## src/sv/assert_macros.svh

```systemverilog
// Assertion macros for the RTL top level
`ifndef ASSERT_MACROS_SVH
`define ASSERT_MACROS_SVH

`ifndef SYNTHESIS
// Property must hold on every clock edge outside reset
`define ASSERT_CLK(lbl, clk, rstn, prop) \
    lbl: assert property (@(posedge clk) disable iff (!rstn) prop) \
        else $error("%m: assertion failed");
// Expression must never be true outside reset
`define ASSERT_NEVER(lbl, clk, rstn, expr) \
    lbl: assert property (@(posedge clk) disable iff (!rstn) !(expr)) \
        else $error("%m: forbidden condition seen");
`else
`define ASSERT_CLK(lbl, clk, rstn, prop)
`define ASSERT_NEVER(lbl, clk, rstn, expr)
`endif

`endif

```

## src/sv/lsce_pkg.sv

```systemverilog
// Shared constants, types and helpers for the line sensor centroid block
`timescale 1ns / 1ps
package lsce_pkg;

    localparam int NUM_SENSORS    = 8;
    localparam int SENSOR_SPACING = 1000;
    localparam int SAMPLE_W       = 12;
    localparam int POS_W          = 13;
    localparam int ERR_W          = 14;
    localparam int GAIN_W         = 16;
    localparam int FRAC_W         = 16;
    localparam int CFG_W          = 16;

    // Derived widths of the centroid datapath
    localparam int MAX_WEIGHT = NUM_SENSORS * SENSOR_SPACING;
    localparam int WEIGHT_W   = $clog2(MAX_WEIGHT + 1);
    localparam int PROD_W     = SAMPLE_W + WEIGHT_W;
    localparam int TREE_W     = $clog2(NUM_SENSORS);
    localparam int TOTAL_W    = SAMPLE_W + TREE_W;
    localparam int SUM_W      = PROD_W + TREE_W;
    // Quotient never exceeds MAX_WEIGHT, so WEIGHT_W bits hold it
    localparam int QUO_W      = WEIGHT_W;
    localparam int CMP_W      = (QUO_W > POS_W) ? QUO_W : POS_W;

    localparam logic [POS_W-1:0]  POS_MAX      = '1;
    localparam logic [POS_W-1:0]  CENTER_RESET = POS_W'(4500);
    localparam logic [GAIN_W-1:0] GAIN_RESET   = GAIN_W'(3277);

    typedef logic [SAMPLE_W-1:0]      sample_t;
    typedef logic [WEIGHT_W-1:0]      weight_t;
    typedef logic [PROD_W-1:0]        prod_t;
    typedef logic [TOTAL_W-1:0]       total_t;
    typedef logic [SUM_W-1:0]         sum_t;
    typedef logic [QUO_W-1:0]         quo_t;
    typedef logic [POS_W-1:0]         pos_t;
    typedef logic signed [ERR_W-1:0]  err_t;
    typedef logic [GAIN_W-1:0]        gain_t;
    typedef logic [CFG_W-1:0]         cfg_data_t;

    // Configuration register indexes
    typedef enum logic {
        CFG_CENTER_TARGET = 1'b0,
        CFG_GAIN_Q16      = 1'b1
    } cfg_reg_t;

    // Merged lane results handed to the divider
    typedef struct packed {
        sum_t   weighted;
        total_t total;
    } centroid_sum_t;

    // Position weight of lane idx (sensor idx+1)
    function automatic weight_t lane_weight(input int idx);
        return WEIGHT_W'((idx + 1) * SENSOR_SPACING);
    endfunction

endpackage

```

## src/sv/lsce_lane.sv

```systemverilog
// One sensor lane: baseline subtraction and position weighting
`timescale 1ns / 1ps
module lsce_lane (
    input  logic              clk,
    input  logic              en,
    input  lsce_pkg::sample_t sample,
    input  lsce_pkg::sample_t lowest,
    input  lsce_pkg::weight_t weight,
    output lsce_pkg::sample_t diff,
    output lsce_pkg::prod_t   prod
);
    import lsce_pkg::*;

    sample_t diff_next;
    sample_t diff_reg;
    prod_t   prod_next;
    prod_t   prod_reg;

    // Sample above frame minimum, then scaled by lane weight
    always_comb
    begin
        diff_next = sample - lowest;
        prod_next = prod_t'(diff_next) * prod_t'(weight);
    end

    always_ff @(posedge clk)
    begin
        if (en)
        begin
            diff_reg <= diff_next;
            prod_reg <= prod_next;
        end
    end

    assign diff = diff_reg;
    assign prod = prod_reg;

endmodule

```

## src/sv/lsce_merge.sv

```systemverilog
// Registered adder tree merging the eight lane results
`timescale 1ns / 1ps
module lsce_merge (
    input  logic                    clk,
    input  logic                    rst_n,
    input  logic                    in_valid,
    output logic                    in_ready,
    input  lsce_pkg::prod_t         prod [lsce_pkg::NUM_SENSORS],
    input  lsce_pkg::sample_t       diff [lsce_pkg::NUM_SENSORS],
    output logic                    out_valid,
    input  logic                    out_ready,
    output lsce_pkg::centroid_sum_t sums
);
    import lsce_pkg::*;

    localparam int N1 = NUM_SENSORS / 2;
    localparam int N2 = N1 / 2;

    logic          v1_reg;
    logic          v2_reg;
    logic          v3_reg;
    logic          load1;
    logic          load2;
    logic          load3;
    sum_t          wsum1_reg [N1];
    total_t        tsum1_reg [N1];
    sum_t          wsum2_reg [N2];
    total_t        tsum2_reg [N2];
    centroid_sum_t sums_reg;

    // Each level loads when empty or when the next one takes its request
    assign load3    = !v3_reg || out_ready;
    assign load2    = !v2_reg || load3;
    assign load1    = !v1_reg || load2;
    assign in_ready = load1;

    always_ff @(posedge clk or negedge rst_n)
    begin
        if (!rst_n)
        begin
            v1_reg <= 1'b0;
            v2_reg <= 1'b0;
            v3_reg <= 1'b0;
        end
        else
        begin
            if (load1)
                v1_reg <= in_valid;
            if (load2)
                v2_reg <= v1_reg;
            if (load3)
                v3_reg <= v2_reg;
        end
    end

    // Pairwise sums: eight to four to two to one
    always_ff @(posedge clk)
    begin
        if (load1)
        begin
            for (int i = 0; i < N1; i++)
            begin
                wsum1_reg[i] <= sum_t'(prod[2*i]) + sum_t'(prod[2*i+1]);
                tsum1_reg[i] <= total_t'(diff[2*i]) + total_t'(diff[2*i+1]);
            end
        end
        if (load2)
        begin
            for (int i = 0; i < N2; i++)
            begin
                wsum2_reg[i] <= wsum1_reg[2*i] + wsum1_reg[2*i+1];
                tsum2_reg[i] <= tsum1_reg[2*i] + tsum1_reg[2*i+1];
            end
        end
        if (load3)
        begin
            sums_reg.weighted <= wsum2_reg[0] + wsum2_reg[1];
            sums_reg.total    <= tsum2_reg[0] + tsum2_reg[1];
        end
    end

    assign out_valid = v3_reg;
    assign sums      = sums_reg;

endmodule

```

## src/sv/lsce_div.sv

```systemverilog
// Pipelined restoring divider, one quotient bit per stage
`timescale 1ns / 1ps
module lsce_div (
    input  logic                    clk,
    input  logic                    rst_n,
    input  logic                    in_valid,
    output logic                    in_ready,
    input  lsce_pkg::centroid_sum_t sums,
    output logic                    out_valid,
    input  logic                    out_ready,
    output lsce_pkg::quo_t          quotient,
    output logic                    flat
);
    import lsce_pkg::*;

    localparam int STAGES = QUO_W;

    logic   valid_reg  [STAGES];
    logic   valid_in   [STAGES];
    logic   load       [STAGES];
    logic   next_ready [STAGES];
    sum_t   rem_reg    [STAGES];
    sum_t   rem_in     [STAGES];
    total_t den_reg    [STAGES];
    total_t den_in     [STAGES];
    quo_t   quo_reg    [STAGES];
    quo_t   quo_in     [STAGES];

    for (genvar k = 0; k < STAGES; k++)
    begin : g_stage
        localparam int BIT = STAGES - 1 - k;

        sum_t shifted;
        logic fits;

        // Stage inputs come from the port or from the previous stage
        if (k == 0)
        begin : g_first
            assign rem_in[k]   = sums.weighted;
            assign den_in[k]   = sums.total;
            assign quo_in[k]   = '0;
            assign valid_in[k] = in_valid;
        end
        else
        begin : g_next
            assign rem_in[k]   = rem_reg[k-1];
            assign den_in[k]   = den_reg[k-1];
            assign quo_in[k]   = quo_reg[k-1];
            assign valid_in[k] = valid_reg[k-1];
        end

        if (k == STAGES - 1)
        begin : g_last
            assign next_ready[k] = out_ready;
        end
        else
        begin : g_mid
            assign next_ready[k] = load[k+1];
        end

        assign load[k] = !valid_reg[k] || next_ready[k];

        // Trial subtract of the divisor aligned to this quotient bit
        assign shifted = sum_t'(den_in[k]) << BIT;
        assign fits    = rem_in[k] >= shifted;

        always_ff @(posedge clk or negedge rst_n)
        begin
            if (!rst_n)
                valid_reg[k] <= 1'b0;
            else if (load[k])
                valid_reg[k] <= valid_in[k];
        end

        always_ff @(posedge clk)
        begin
            if (load[k])
            begin
                rem_reg[k] <= fits ? (rem_in[k] - shifted) : rem_in[k];
                den_reg[k] <= den_in[k];
                quo_reg[k] <= quo_in[k] | (fits ? (quo_t'(1) << BIT) : quo_t'(0));
            end
        end
    end

    assign in_ready  = load[0];
    assign out_valid = valid_reg[STAGES-1];
    assign quotient  = quo_reg[STAGES-1];
    // Zero divisor means every sample was equal
    assign flat      = (den_reg[STAGES-1] == '0);

endmodule

```

## src/sv/line_sensor_centroid_error_top.sv

```systemverilog
// Top level of the line sensor centroid and proportional error block
//
// Usage:
//   Input channel (in_valid/in_ready) carries one request per frame: eight
//   12-bit sensor samples. Output channel (out_valid/out_ready) returns one
//   result per frame: line position, position error, drive correction and
//   the flat-frame flag, in frame order.
//   A request passes through 1 min-finder register, 1 lane register,
//   3 adder-tree levels, 13 divider stages (one per quotient bit),
//   1 error stage and 1 gain-multiply/output register, which drives
//   out_valid. Throughput is one frame per cycle unless the receiver
//   stalls; every stage has its own valid and loads whenever it is empty
//   or its successor takes its request.
//   When the receiver stalls, the result holds in the output register and
//   requests keep entering until the pipeline is full of waiting frames.
//   Reset clears all valids and loads center_target = 4500 and
//   gain_q16 = 3277. Config writes (cfg_we, cfg_index, cfg_data) take
//   effect at once and are meant for an idle pipeline.
`timescale 1ns / 1ps
`include "assert_macros.svh"
module line_sensor_centroid_error_top (
    input  logic                clk,
    input  logic                rst_n,
    input  logic                in_valid,
    output logic                in_ready,
    input  lsce_pkg::sample_t   sample_one,
    input  lsce_pkg::sample_t   sample_two,
    input  lsce_pkg::sample_t   sample_three,
    input  lsce_pkg::sample_t   sample_four,
    input  lsce_pkg::sample_t   sample_five,
    input  lsce_pkg::sample_t   sample_six,
    input  lsce_pkg::sample_t   sample_seven,
    input  lsce_pkg::sample_t   sample_eight,
    output logic                out_valid,
    input  logic                out_ready,
    output lsce_pkg::pos_t      line_position,
    output lsce_pkg::err_t      position_error,
    output lsce_pkg::err_t      drive_correction,
    output logic                flat_frame,
    input  logic                cfg_we,
    input  lsce_pkg::cfg_reg_t  cfg_index,
    input  lsce_pkg::cfg_data_t cfg_data
);
    import lsce_pkg::*;

    localparam int DPROD_W = POS_W + GAIN_W;

    // Configuration
    pos_t          center_target_reg;
    gain_t         gain_q16_reg;

    // Front stage
    sample_t       samples [NUM_SENSORS];
    sample_t       lowest_next;
    sample_t       samp_reg [NUM_SENSORS];
    sample_t       lowest_reg;
    logic          s1_valid_reg;
    logic          load_s1;

    // Lane stage
    logic          s2_valid_reg;
    logic          load_s2;
    sample_t       lane_diff [NUM_SENSORS];
    prod_t         lane_prod [NUM_SENSORS];

    // Merge and divide
    logic          merge_ready;
    logic          merge_valid;
    centroid_sum_t merge_sums;
    logic          div_ready;
    logic          div_valid;
    quo_t          div_quo;
    logic          div_flat;

    // Error stage
    logic          p1_valid_reg;
    logic          load_p1;
    logic [CMP_W-1:0] q_ext;
    pos_t          sat_pos;
    pos_t          pos_next;
    err_t          err_next;
    pos_t          mag_next;
    pos_t          p1_pos_reg;
    err_t          p1_err_reg;
    pos_t          p1_mag_reg;
    logic          p1_flat_reg;

    // Drive and output stage
    logic          load_p2;
    logic [DPROD_W-1:0] drive_prod;
    pos_t          drive_mag;
    err_t          drive_abs;
    err_t          drive_next;
    logic          out_valid_reg;
    pos_t          line_position_reg;
    err_t          position_error_reg;
    err_t          drive_correction_reg;
    logic          flat_frame_reg;

    // Configuration registers
    always_ff @(posedge clk or negedge rst_n)
    begin
        if (!rst_n)
        begin
            center_target_reg <= CENTER_RESET;
            gain_q16_reg      <= GAIN_RESET;
        end
        else if (cfg_we)
        begin
            unique case (cfg_index)
                CFG_CENTER_TARGET: center_target_reg <= POS_W'(cfg_data);
                CFG_GAIN_Q16:      gain_q16_reg      <= GAIN_W'(cfg_data);
                default:           center_target_reg <= center_target_reg;
            endcase
        end
    end

    assign samples[0] = sample_one;
    assign samples[1] = sample_two;
    assign samples[2] = sample_three;
    assign samples[3] = sample_four;
    assign samples[4] = sample_five;
    assign samples[5] = sample_six;
    assign samples[6] = sample_seven;
    assign samples[7] = sample_eight;

    // Frame minimum
    always_comb
    begin
        lowest_next = samples[0];
        for (int i = 1; i < NUM_SENSORS; i++)
        begin
            if (samples[i] < lowest_next)
                lowest_next = samples[i];
        end
    end

    // Pipeline enables
    assign load_p2 = !out_valid_reg || out_ready;
    assign load_p1 = !p1_valid_reg || load_p2;
    assign load_s2 = !s2_valid_reg || merge_ready;
    assign load_s1 = !s1_valid_reg || load_s2;
    assign in_ready = load_s1;

    always_ff @(posedge clk or negedge rst_n)
    begin
        if (!rst_n)
        begin
            s1_valid_reg  <= 1'b0;
            s2_valid_reg  <= 1'b0;
            p1_valid_reg  <= 1'b0;
            out_valid_reg <= 1'b0;
        end
        else
        begin
            if (load_s1)
                s1_valid_reg <= in_valid;
            if (load_s2)
                s2_valid_reg <= s1_valid_reg;
            if (load_p1)
                p1_valid_reg <= div_valid;
            if (load_p2)
                out_valid_reg <= p1_valid_reg;
        end
    end

    // Front register: samples and their minimum
    always_ff @(posedge clk)
    begin
        if (load_s1)
        begin
            for (int i = 0; i < NUM_SENSORS; i++)
                samp_reg[i] <= samples[i];
            lowest_reg <= lowest_next;
        end
    end

    // Parallel sensor lanes
    for (genvar i = 0; i < NUM_SENSORS; i++)
    begin : g_lane
        lsce_lane u_lane (
            .clk    (clk),
            .en     (load_s2),
            .sample (samp_reg[i]),
            .lowest (lowest_reg),
            .weight (lane_weight(i)),
            .diff   (lane_diff[i]),
            .prod   (lane_prod[i])
        );
    end

    lsce_merge u_merge (
        .clk       (clk),
        .rst_n     (rst_n),
        .in_valid  (s2_valid_reg),
        .in_ready  (merge_ready),
        .prod      (lane_prod),
        .diff      (lane_diff),
        .out_valid (merge_valid),
        .out_ready (div_ready),
        .sums      (merge_sums)
    );

    lsce_div u_div (
        .clk       (clk),
        .rst_n     (rst_n),
        .in_valid  (merge_valid),
        .in_ready  (div_ready),
        .sums      (merge_sums),
        .out_valid (div_valid),
        .out_ready (load_p1),
        .quotient  (div_quo),
        .flat      (div_flat)
    );

    // Saturate centroid, substitute center on a flat frame, form error
    always_comb
    begin
        q_ext    = CMP_W'(div_quo);
        sat_pos  = (q_ext > CMP_W'(POS_MAX)) ? POS_MAX : POS_W'(q_ext);
        pos_next = div_flat ? center_target_reg : sat_pos;
        err_next = $signed(ERR_W'(center_target_reg) - ERR_W'(pos_next));
        mag_next = err_next[ERR_W-1] ? POS_W'(-err_next) : POS_W'(err_next);
    end

    always_ff @(posedge clk)
    begin
        if (load_p1)
        begin
            p1_pos_reg  <= pos_next;
            p1_err_reg  <= err_next;
            p1_mag_reg  <= mag_next;
            p1_flat_reg <= div_flat;
        end
    end

    // Gain applied to the error magnitude, sign restored afterwards
    always_comb
    begin
        drive_prod = DPROD_W'(p1_mag_reg) * DPROD_W'(gain_q16_reg);
        drive_mag  = POS_W'(drive_prod >> FRAC_W);
        drive_abs  = $signed(ERR_W'(drive_mag));
        drive_next = p1_err_reg[ERR_W-1] ? -drive_abs : drive_abs;
    end

    always_ff @(posedge clk)
    begin
        if (load_p2)
        begin
            line_position_reg    <= p1_pos_reg;
            position_error_reg   <= p1_err_reg;
            drive_correction_reg <= drive_next;
            flat_frame_reg       <= p1_flat_reg;
        end
    end

    assign out_valid        = out_valid_reg;
    assign line_position    = line_position_reg;
    assign position_error   = position_error_reg;
    assign drive_correction = drive_correction_reg;
    assign flat_frame       = flat_frame_reg;

    // Checks
    `ASSERT_CLK(a_flat_zero, clk, rst_n, out_valid_reg && flat_frame_reg |-> position_error_reg == '0 && drive_correction_reg == '0)
    `ASSERT_CLK(a_err_consistent, clk, rst_n, out_valid_reg |-> position_error_reg == $signed(ERR_W'(center_target_reg) - ERR_W'(line_position_reg)))
    `ASSERT_NEVER(a_drive_sign, clk, rst_n, out_valid_reg && drive_correction_reg[ERR_W-1] && !position_error_reg[ERR_W-1])
    `ASSERT_CLK(a_front_hold, clk, rst_n, s1_valid_reg && !load_s2 |=> s1_valid_reg && $stable(lowest_reg))

endmodule

```

## config.mk

```make
export PLATFORM = sky130hd
export DESIGN_NAME = line_sensor_centroid_error_top
export DESIGN_NICKNAME = d
export VERILOG_FILES = /design/src/sv/lsce_pkg.sv /design/src/sv/lsce_lane.sv /design/src/sv/lsce_merge.sv /design/src/sv/lsce_div.sv /design/src/sv/line_sensor_centroid_error_top.sv
export VERILOG_INCLUDE_DIRS = /design/src /design/src/sv
export SDC_FILE = /design/constraint.sdc
export NUM_CORES = 2
export LEC_CHECK = 0
export BUFFER_PORTS_ARGS = -buffer_cell sky130_fd_sc_hd__buf_2
export CAP_MARGIN = 25
export CORE_ASPECT_RATIO = 1.1
export CORE_MARGIN = 2
export CORE_UTILIZATION = 45
export DETAILED_ROUTE_END_ITERATION = 6
export SETUP_SLACK_MARGIN = 0.5
export SYNTH_ARGS = -nofsm -noshare
export SYNTH_HDL_FRONTEND = slang
export SYNTH_HIERARCHICAL = 1
export SYNTH_SLANG_ARGS = --single-unit
```

## constraint.sdc

```tcl
create_clock -name clk -period 26 [get_ports clk]
set_input_delay 1.3 -clock clk [delete_from_list [all_inputs] [get_ports clk]]
set_output_delay 1.3 -clock clk [all_outputs]
set_load 0.02 [all_outputs]
```

## Word level (Yosys, flattened, before mapping)

Memories as Yosys holds them, arrays and structs flattened.
Cells that the tools add are included.

| storage, ports and cells | value |
|---|---|
| register bits | 452 |
| memory bits (writable) | 1066 |
| input port bits | 118 |
| output and inout bits | 44 |
| logic and storage cells | 251 |
| memories | 8 |

| cells by class | value |
|---|---|
| $add $sub $neg | 38 |
| multipliers | 9 |
| magnitude comparators | 21 |
| multiplexer cells | 69 |
| bitwise operators | 13 |
| reduce and logical (&&, ||, !) cells | 43 |

Memories:

| name | words | width | rd ports | clocked after memory_dff | write ports | RTL line | text |
|---|---|---|---|---|---|---|---|
| u_div.rem_reg | 13 | 28 | 12 | 0 | 13 | lsce_div.sv:22 | `sum_t rem_reg [STAGES];` |
| u_div.den_reg | 13 | 15 | 13 | 0 | 13 | lsce_div.sv:24 | `total_t den_reg [STAGES];` |
| u_div.quo_reg | 13 | 13 | 13 | 0 | 13 | lsce_div.sv:26 | `quo_t quo_reg [STAGES];` |
| u_merge.wsum1_reg | 4 | 26 | 4 | 0 | 4 | lsce_merge.sv:25 | `sum_t wsum1_reg [N1];` |
| samp_reg | 8 | 12 | 8 | 0 | 8 | line_sensor_centroid_error_top.sv:55 | `sample_t samp_reg [NUM_SENSORS];` |
| u_merge.wsum2_reg | 2 | 28 | 2 | 0 | 2 | lsce_merge.sv:27 | `sum_t wsum2_reg [N2];` |
| 2 more memories | n/a | n/a | n/a | n/a | n/a | n/a |  |

Operators by type and width:

| kind | count |
|---|---|
| two-way mux 28 bit | 13 |
| bitwise OR 13 bit | 12 |
| adder 25 x 25 -> 26 bit | 4 |
| two-way mux 12 bit | 8 |
| subtractor 12 bit | 8 |
| adder 28 bit | 3 |
| < comparator 12 bit | 7 |
| multiplier 12 x 7 -> 19 bit (second input constant) | 4 |
| two-way mux 13 bit | 5 |
| adder 12 x 12 -> 13 bit | 4 |
| adder 15 bit | 3 |
| multiplier 12 x 10 -> 22 bit (second input constant) | 2 |
| multiplier 12 x 9 -> 21 bit (second input constant) | 2 |
| two-way mux 1 bit | 33 |
| multiplier 13 x 16 -> 29 bit | 1 |
| >= comparator 28 x 15 -> 1 bit | 1 |
| >= comparator 28 x 16 -> 1 bit | 1 |
| >= comparator 28 x 17 -> 1 bit | 1 |
| >= comparator 28 x 18 -> 1 bit | 1 |
| >= comparator 28 x 19 -> 1 bit | 1 |
| >= comparator 28 x 20 -> 1 bit | 1 |
| >= comparator 28 x 21 -> 1 bit | 1 |
| >= comparator 28 x 22 -> 1 bit | 1 |
| >= comparator 28 x 23 -> 1 bit | 1 |
| other kinds (36) | 75 |

## Logic depth before layout (Yosys ltp)

| depth | value |
|---|---|
| depth in word-level cells | 23 |
| depth in mapped cells | 78 |
| mapped depth without buffers | 71 |

## Cells and area by module

Netlist, hierarchy kept.

Modules (own cells, without submodules):

| module | times used | cells each | area each (um^2) | seq. area each (um^2) |
|---|---|---|---|---|
| lsce_lane (g_lane[3].u_lane ...) | 5 | 756 | 6951.7 | 1111.1 |
| lsce_div | 1 | 2680 | 32521.2 | 19003.2 |
| lsce_merge | 1 | 2064 | 21374.2 | 8513.2 |
| line_sensor_centroid_error_top | 1 | 1662 | 18032.3 | 6546.3 |
| lsce_lane (g_lane[0].u_lane ...) | 2 | 783 | 7045.5 | 1111.1 |
| lsce_lane (g_lane[2].u_lane) | 1 | 787 | 7139.3 | 1111.1 |

## Least setup slack after synthesis

OpenSTA, ideal clock, no wires.

| timing | value |
|---|---|
| path type | input-to-reg |
| from | input port out_ready |
| to | register g_lane[0].u_lane.diff_reg[0], enable pin |
| setup time | 2.240 ns |
| data arrival time | 19.148 ns |
| required time | 23.760 ns |
| setup slack | 4.612 ns |
| cell stages on the path | 10 |
| buffers on the path | 0 |
| cell sequence | nand3b_1 -> nor2b_1 -> nand2_1 -> nor2_1 -> and2_1 -> nand4_1 -> nor2_1 -> nand4_1 -> nand4b_1 -> nand2b_1 |

RTL lines:

| what | RTL line | text |
|---|---|---|
| start: declaration | line_sensor_centroid_error_top.sv:35 | `input logic out_ready,` |
| end signal: assignment | lsce_lane.sv:30 | `diff_reg <= diff_next;` |
| end: declaration | lsce_lane.sv:15 | `sample_t diff_reg;` |

## Final worst setup path

| timing | value |
|---|---|
| from | input port sample_one[1] |
| to | register lowest_reg[8], data pin |

| on the way | value |
|---|---|
| cells in the longest elaborated chain, start to end | 14 |

Ends and longest elaborated chain:

| what | RTL line | text |
|---|---|---|
| start: declaration | line_sensor_centroid_error_top.sv:26 | `input lsce_pkg::sample_t sample_one,` |
| < comparator 12 bit | line_sensor_centroid_error_top.sv:133 | `if (samples[i] < lowest_next)` |
| two-way mux 12 bit (*) | line_sensor_centroid_error_top.sv:133 |  |
| < comparator 12 bit | line_sensor_centroid_error_top.sv:133 |  |
| two-way mux 12 bit (*) | line_sensor_centroid_error_top.sv:133 |  |
| < comparator 12 bit | line_sensor_centroid_error_top.sv:133 |  |
| two-way mux 12 bit (*) | line_sensor_centroid_error_top.sv:133 |  |
| < comparator 12 bit | line_sensor_centroid_error_top.sv:133 |  |
| two-way mux 12 bit (*) | line_sensor_centroid_error_top.sv:133 |  |
| < comparator 12 bit | line_sensor_centroid_error_top.sv:133 |  |
| two-way mux 12 bit (*) | line_sensor_centroid_error_top.sv:133 |  |
| < comparator 12 bit | line_sensor_centroid_error_top.sv:133 |  |
| two-way mux 12 bit (*) | line_sensor_centroid_error_top.sv:133 |  |
| < comparator 12 bit | line_sensor_centroid_error_top.sv:133 |  |
| two-way mux 12 bit (*) | line_sensor_centroid_error_top.sv:133 |  |
| via lowest_next[8] | line_sensor_centroid_error_top.sv:54 | `sample_t lowest_next;` |
| end signal: assignment | line_sensor_centroid_error_top.sv:174 | `lowest_reg <= lowest_next;` |
| end: declaration | line_sensor_centroid_error_top.sv:56 | `sample_t lowest_reg;` |

Mark *: on every way through the listed nets, which the timed path passes. The rest lies on a longest branch.
A chain may end at the register's enable or synchronous reset.

==> run metrics <==
status=complete, but fails checks; failing checks=DRC; Initial Utilization=45.2%; CP startpoint kind=input port; r2r setup slk=17.84 ns; Worst Hold Class=reg2reg; hold_buf cts=0; Routed WL=325000 um; Placeable Area=0.283 mm^2; fillcell total=25900; detailed placement HPWL=264000 um; YS warnings=6; first-pass GRT wire length=512000 um; Synth Flop Type=edfxtp_1; layout cells sized above 1=6.99%; Worst R2R Path Depth=23; met1 GRT Util=27.6%; crit-path max cell delay=0.77 ns; CTS HTree Levels=4; final hold vios=0; max-slew violations=0; Worst Setup Slack, final=7.53 ns; post-route cell area=0.140 mm^2; DRT Pass-1 Iters=7; Synth cell types=138; I/O pin cnt=162; Finished Core Util=49.3%; die height=563 um; number of synthesized flops with an enable pin=1389; clk slew on worst S/H paths=0.06 ns; Worst EP required=26.57 ns; row cnt=205; Root Driver=clkbuf_16; RSZ-0062 raised after global routing=no; Die Wd=512 um; via/cell ratio=5.37; largest area contributor in the netlist=edfxtp_1; area grow syn2layout=9.17%; synthesized area per cell=10.2 um^2; Max-cap violations=0; Post-DP Area=0.134 mm^2; period utilization=71.0%; clock tree from TritonCTS=done; max FFs per register=336; drt first-iter violations=5487; most common cell after layout, fill and taps aside=inv_1; CTS Sinks=1438; register bit total from synthesis=1438; met2 Use GR=40.3%; largest net degree at the start of global routing=80; Yosys top cell area share=32.6%; IO Port Bufs=161; most frequent CP cell=a21o_1; Tightest Pin Transition=1.04 ns; Final GP Congestion=0.893; worst reg2reg path endpoint=g_lane[2].u_lane/prod[17]$_DFFE_PP_; vias in the first global route=92900; vias after detailed routing=90000; gr usage total=22.4%; Crit Path Category=in2reg; Async SR Flop Fraction=3.41%; Rel. slew slack=30.9%; most frequent cells in the layout=1921 x inv_1, 1419 x nand2_1, 1389 x edfxtp_1; setup TNS=0 ns; Placement Setup Slack=6.66 ns; die footprint=0.289 mm^2; cells after synthesis=12500; synth top area cells=edfxtp_1 33%, fa_1 17%, ha_1 12%, inv_1 5.6%, nand2_1 4.2%; Min Clock Period, post-route=18.47 ns; final antenna-violating net count=0; # nets final=15300; CTS resizes=0; wire per inst=19.4 um; initial antenna violation count=15; Arrival @ worst endpoint=19.04 ns; CP Max Fanout=23; HP Start=u_div/quo_reg[1][22]$_DFFE_PP_; CP endpoint kind=flip-flop; hold path cells=0; GRT met3 Usage=2.38%; fmax=54.1 MHz; clk buf depth=4; Post-CTS Setup Bufs=0; Most Crowded Layer GR=met2; grt total ovfl=0; DRC viols=1; Clock Skew=0.114 ns; count of final setup violators=0; Mapped Area=0.128 mm^2; CTS Buf Count=173; Reg-to-Reg Start=lowest_reg[0]$_DFFE_PP_; Worst-Skew Late Latency=0.90 ns; Hold Path End=u_div/quo_reg[2][9]$_DFFE_PP_; critical path's slowest cell=a2111oi_0; Seq/Total Area, Yosys=33.6%
==> cell usage after synthesis, drive strengths merged, types with 37 or more instances <==
library cell and number:
o211ai 54, a31oi 87, clkbuf 305, nand2b 133, fa 1068, nor4 54, and2 443, nand4 74
xnor2 445, a2111oi 38, nor2b 123, mux2i 53, dfrtp 37, nor3 177, a21o 265, or2 39
nor2 563, buf 97, edfxtp 1389, nand3 220, o21bai 64, o21a 87, ha 1208, o21ai 378
xor2 248, and3 89, inv 1924, or3 49, a211oi 78, a21oi 688, nand2 1422, o31ai 45
mux2 112
==> cell type report <==
cell class,count,area [um^2],area share [%]
Multi-Input combinational cell,9079,77200,55.3
Clock inverter,103,1280,0.914
Antenna cell,4,10.0,0.00717
Timing Repair Buffer,280,1850,1.33
Inverter,1924,7220,5.17
Sequential cell,1438,43000,30.8
Clock buffer,204,4510,3.23
Tap cell,3726,4660,3.34
==> metrics by stage <==
step / cells / hold WS, ns
final: 16800 / 0.394
after global routing: 16800 / 0.402
after CTS: 16700 / 0.395
after detailed placement: 16400 / 0.405
after global placement: 16400 / 0.401
after floorplan: 12800 / 0.400
==> routing by layer <==
metal  up-vias  routed length, um
li1      42900                  -
met1     44500             135000
met2      2031             164000
met3       535              13000
met4        10              12400
met5         -                 69
==> how the worst max path moves through the flow <==
stage,startpoint,endpoint,slack [ns],cells past startpoint
final,sample_one[1],lowest_reg[8]$_DFFE_PP_,7.53,65
after global placement,sample_one[11],lowest_reg[3]$_DFFE_PP_,6.48,65
after floorplan,out_ready,g_lane[0].u_lane/diff[0]$_DFFE_PP_,4.61,10
after detailed placement,sample_one[11],lowest_reg[1]$_DFFE_PP_,6.66,65
after global routing,sample_one[1],lowest_reg[1]$_DFFE_PP_,6.04,65
after CTS,sample_one[11],lowest_reg[10]$_DFFE_PP_,7.49,65
==> worst max-delay path: cells and delay by family <==
family | cells | cell delay (ns)
simple gates | 11 | 2.58
fa+ha+maj | 7 | 2.16
mux | 1 | 0.39
buf+inv | 9 | 1.64
compound gates | 37 | 10.90
==> cell families after synthesis <==
group / count (synthesis) / synth area share, %
AND/OR/NAND/NOR: 3517 / 13.3
multiplexers: 165 / 1.42
XOR/XNOR: 693 / 4.80
buffers and inverters: 2327 / 7.05
flip-flops: 1438 / 33.6
AO/OA/AOI/OAI: 2119 / 11.3
other: 2 / 0.00587
adder cells (fa/ha/maj): 2278 / 28.5
Power is not shown: default switching activity piles up to over one toggle a cycle in this logic, so the estimate is an artifact.
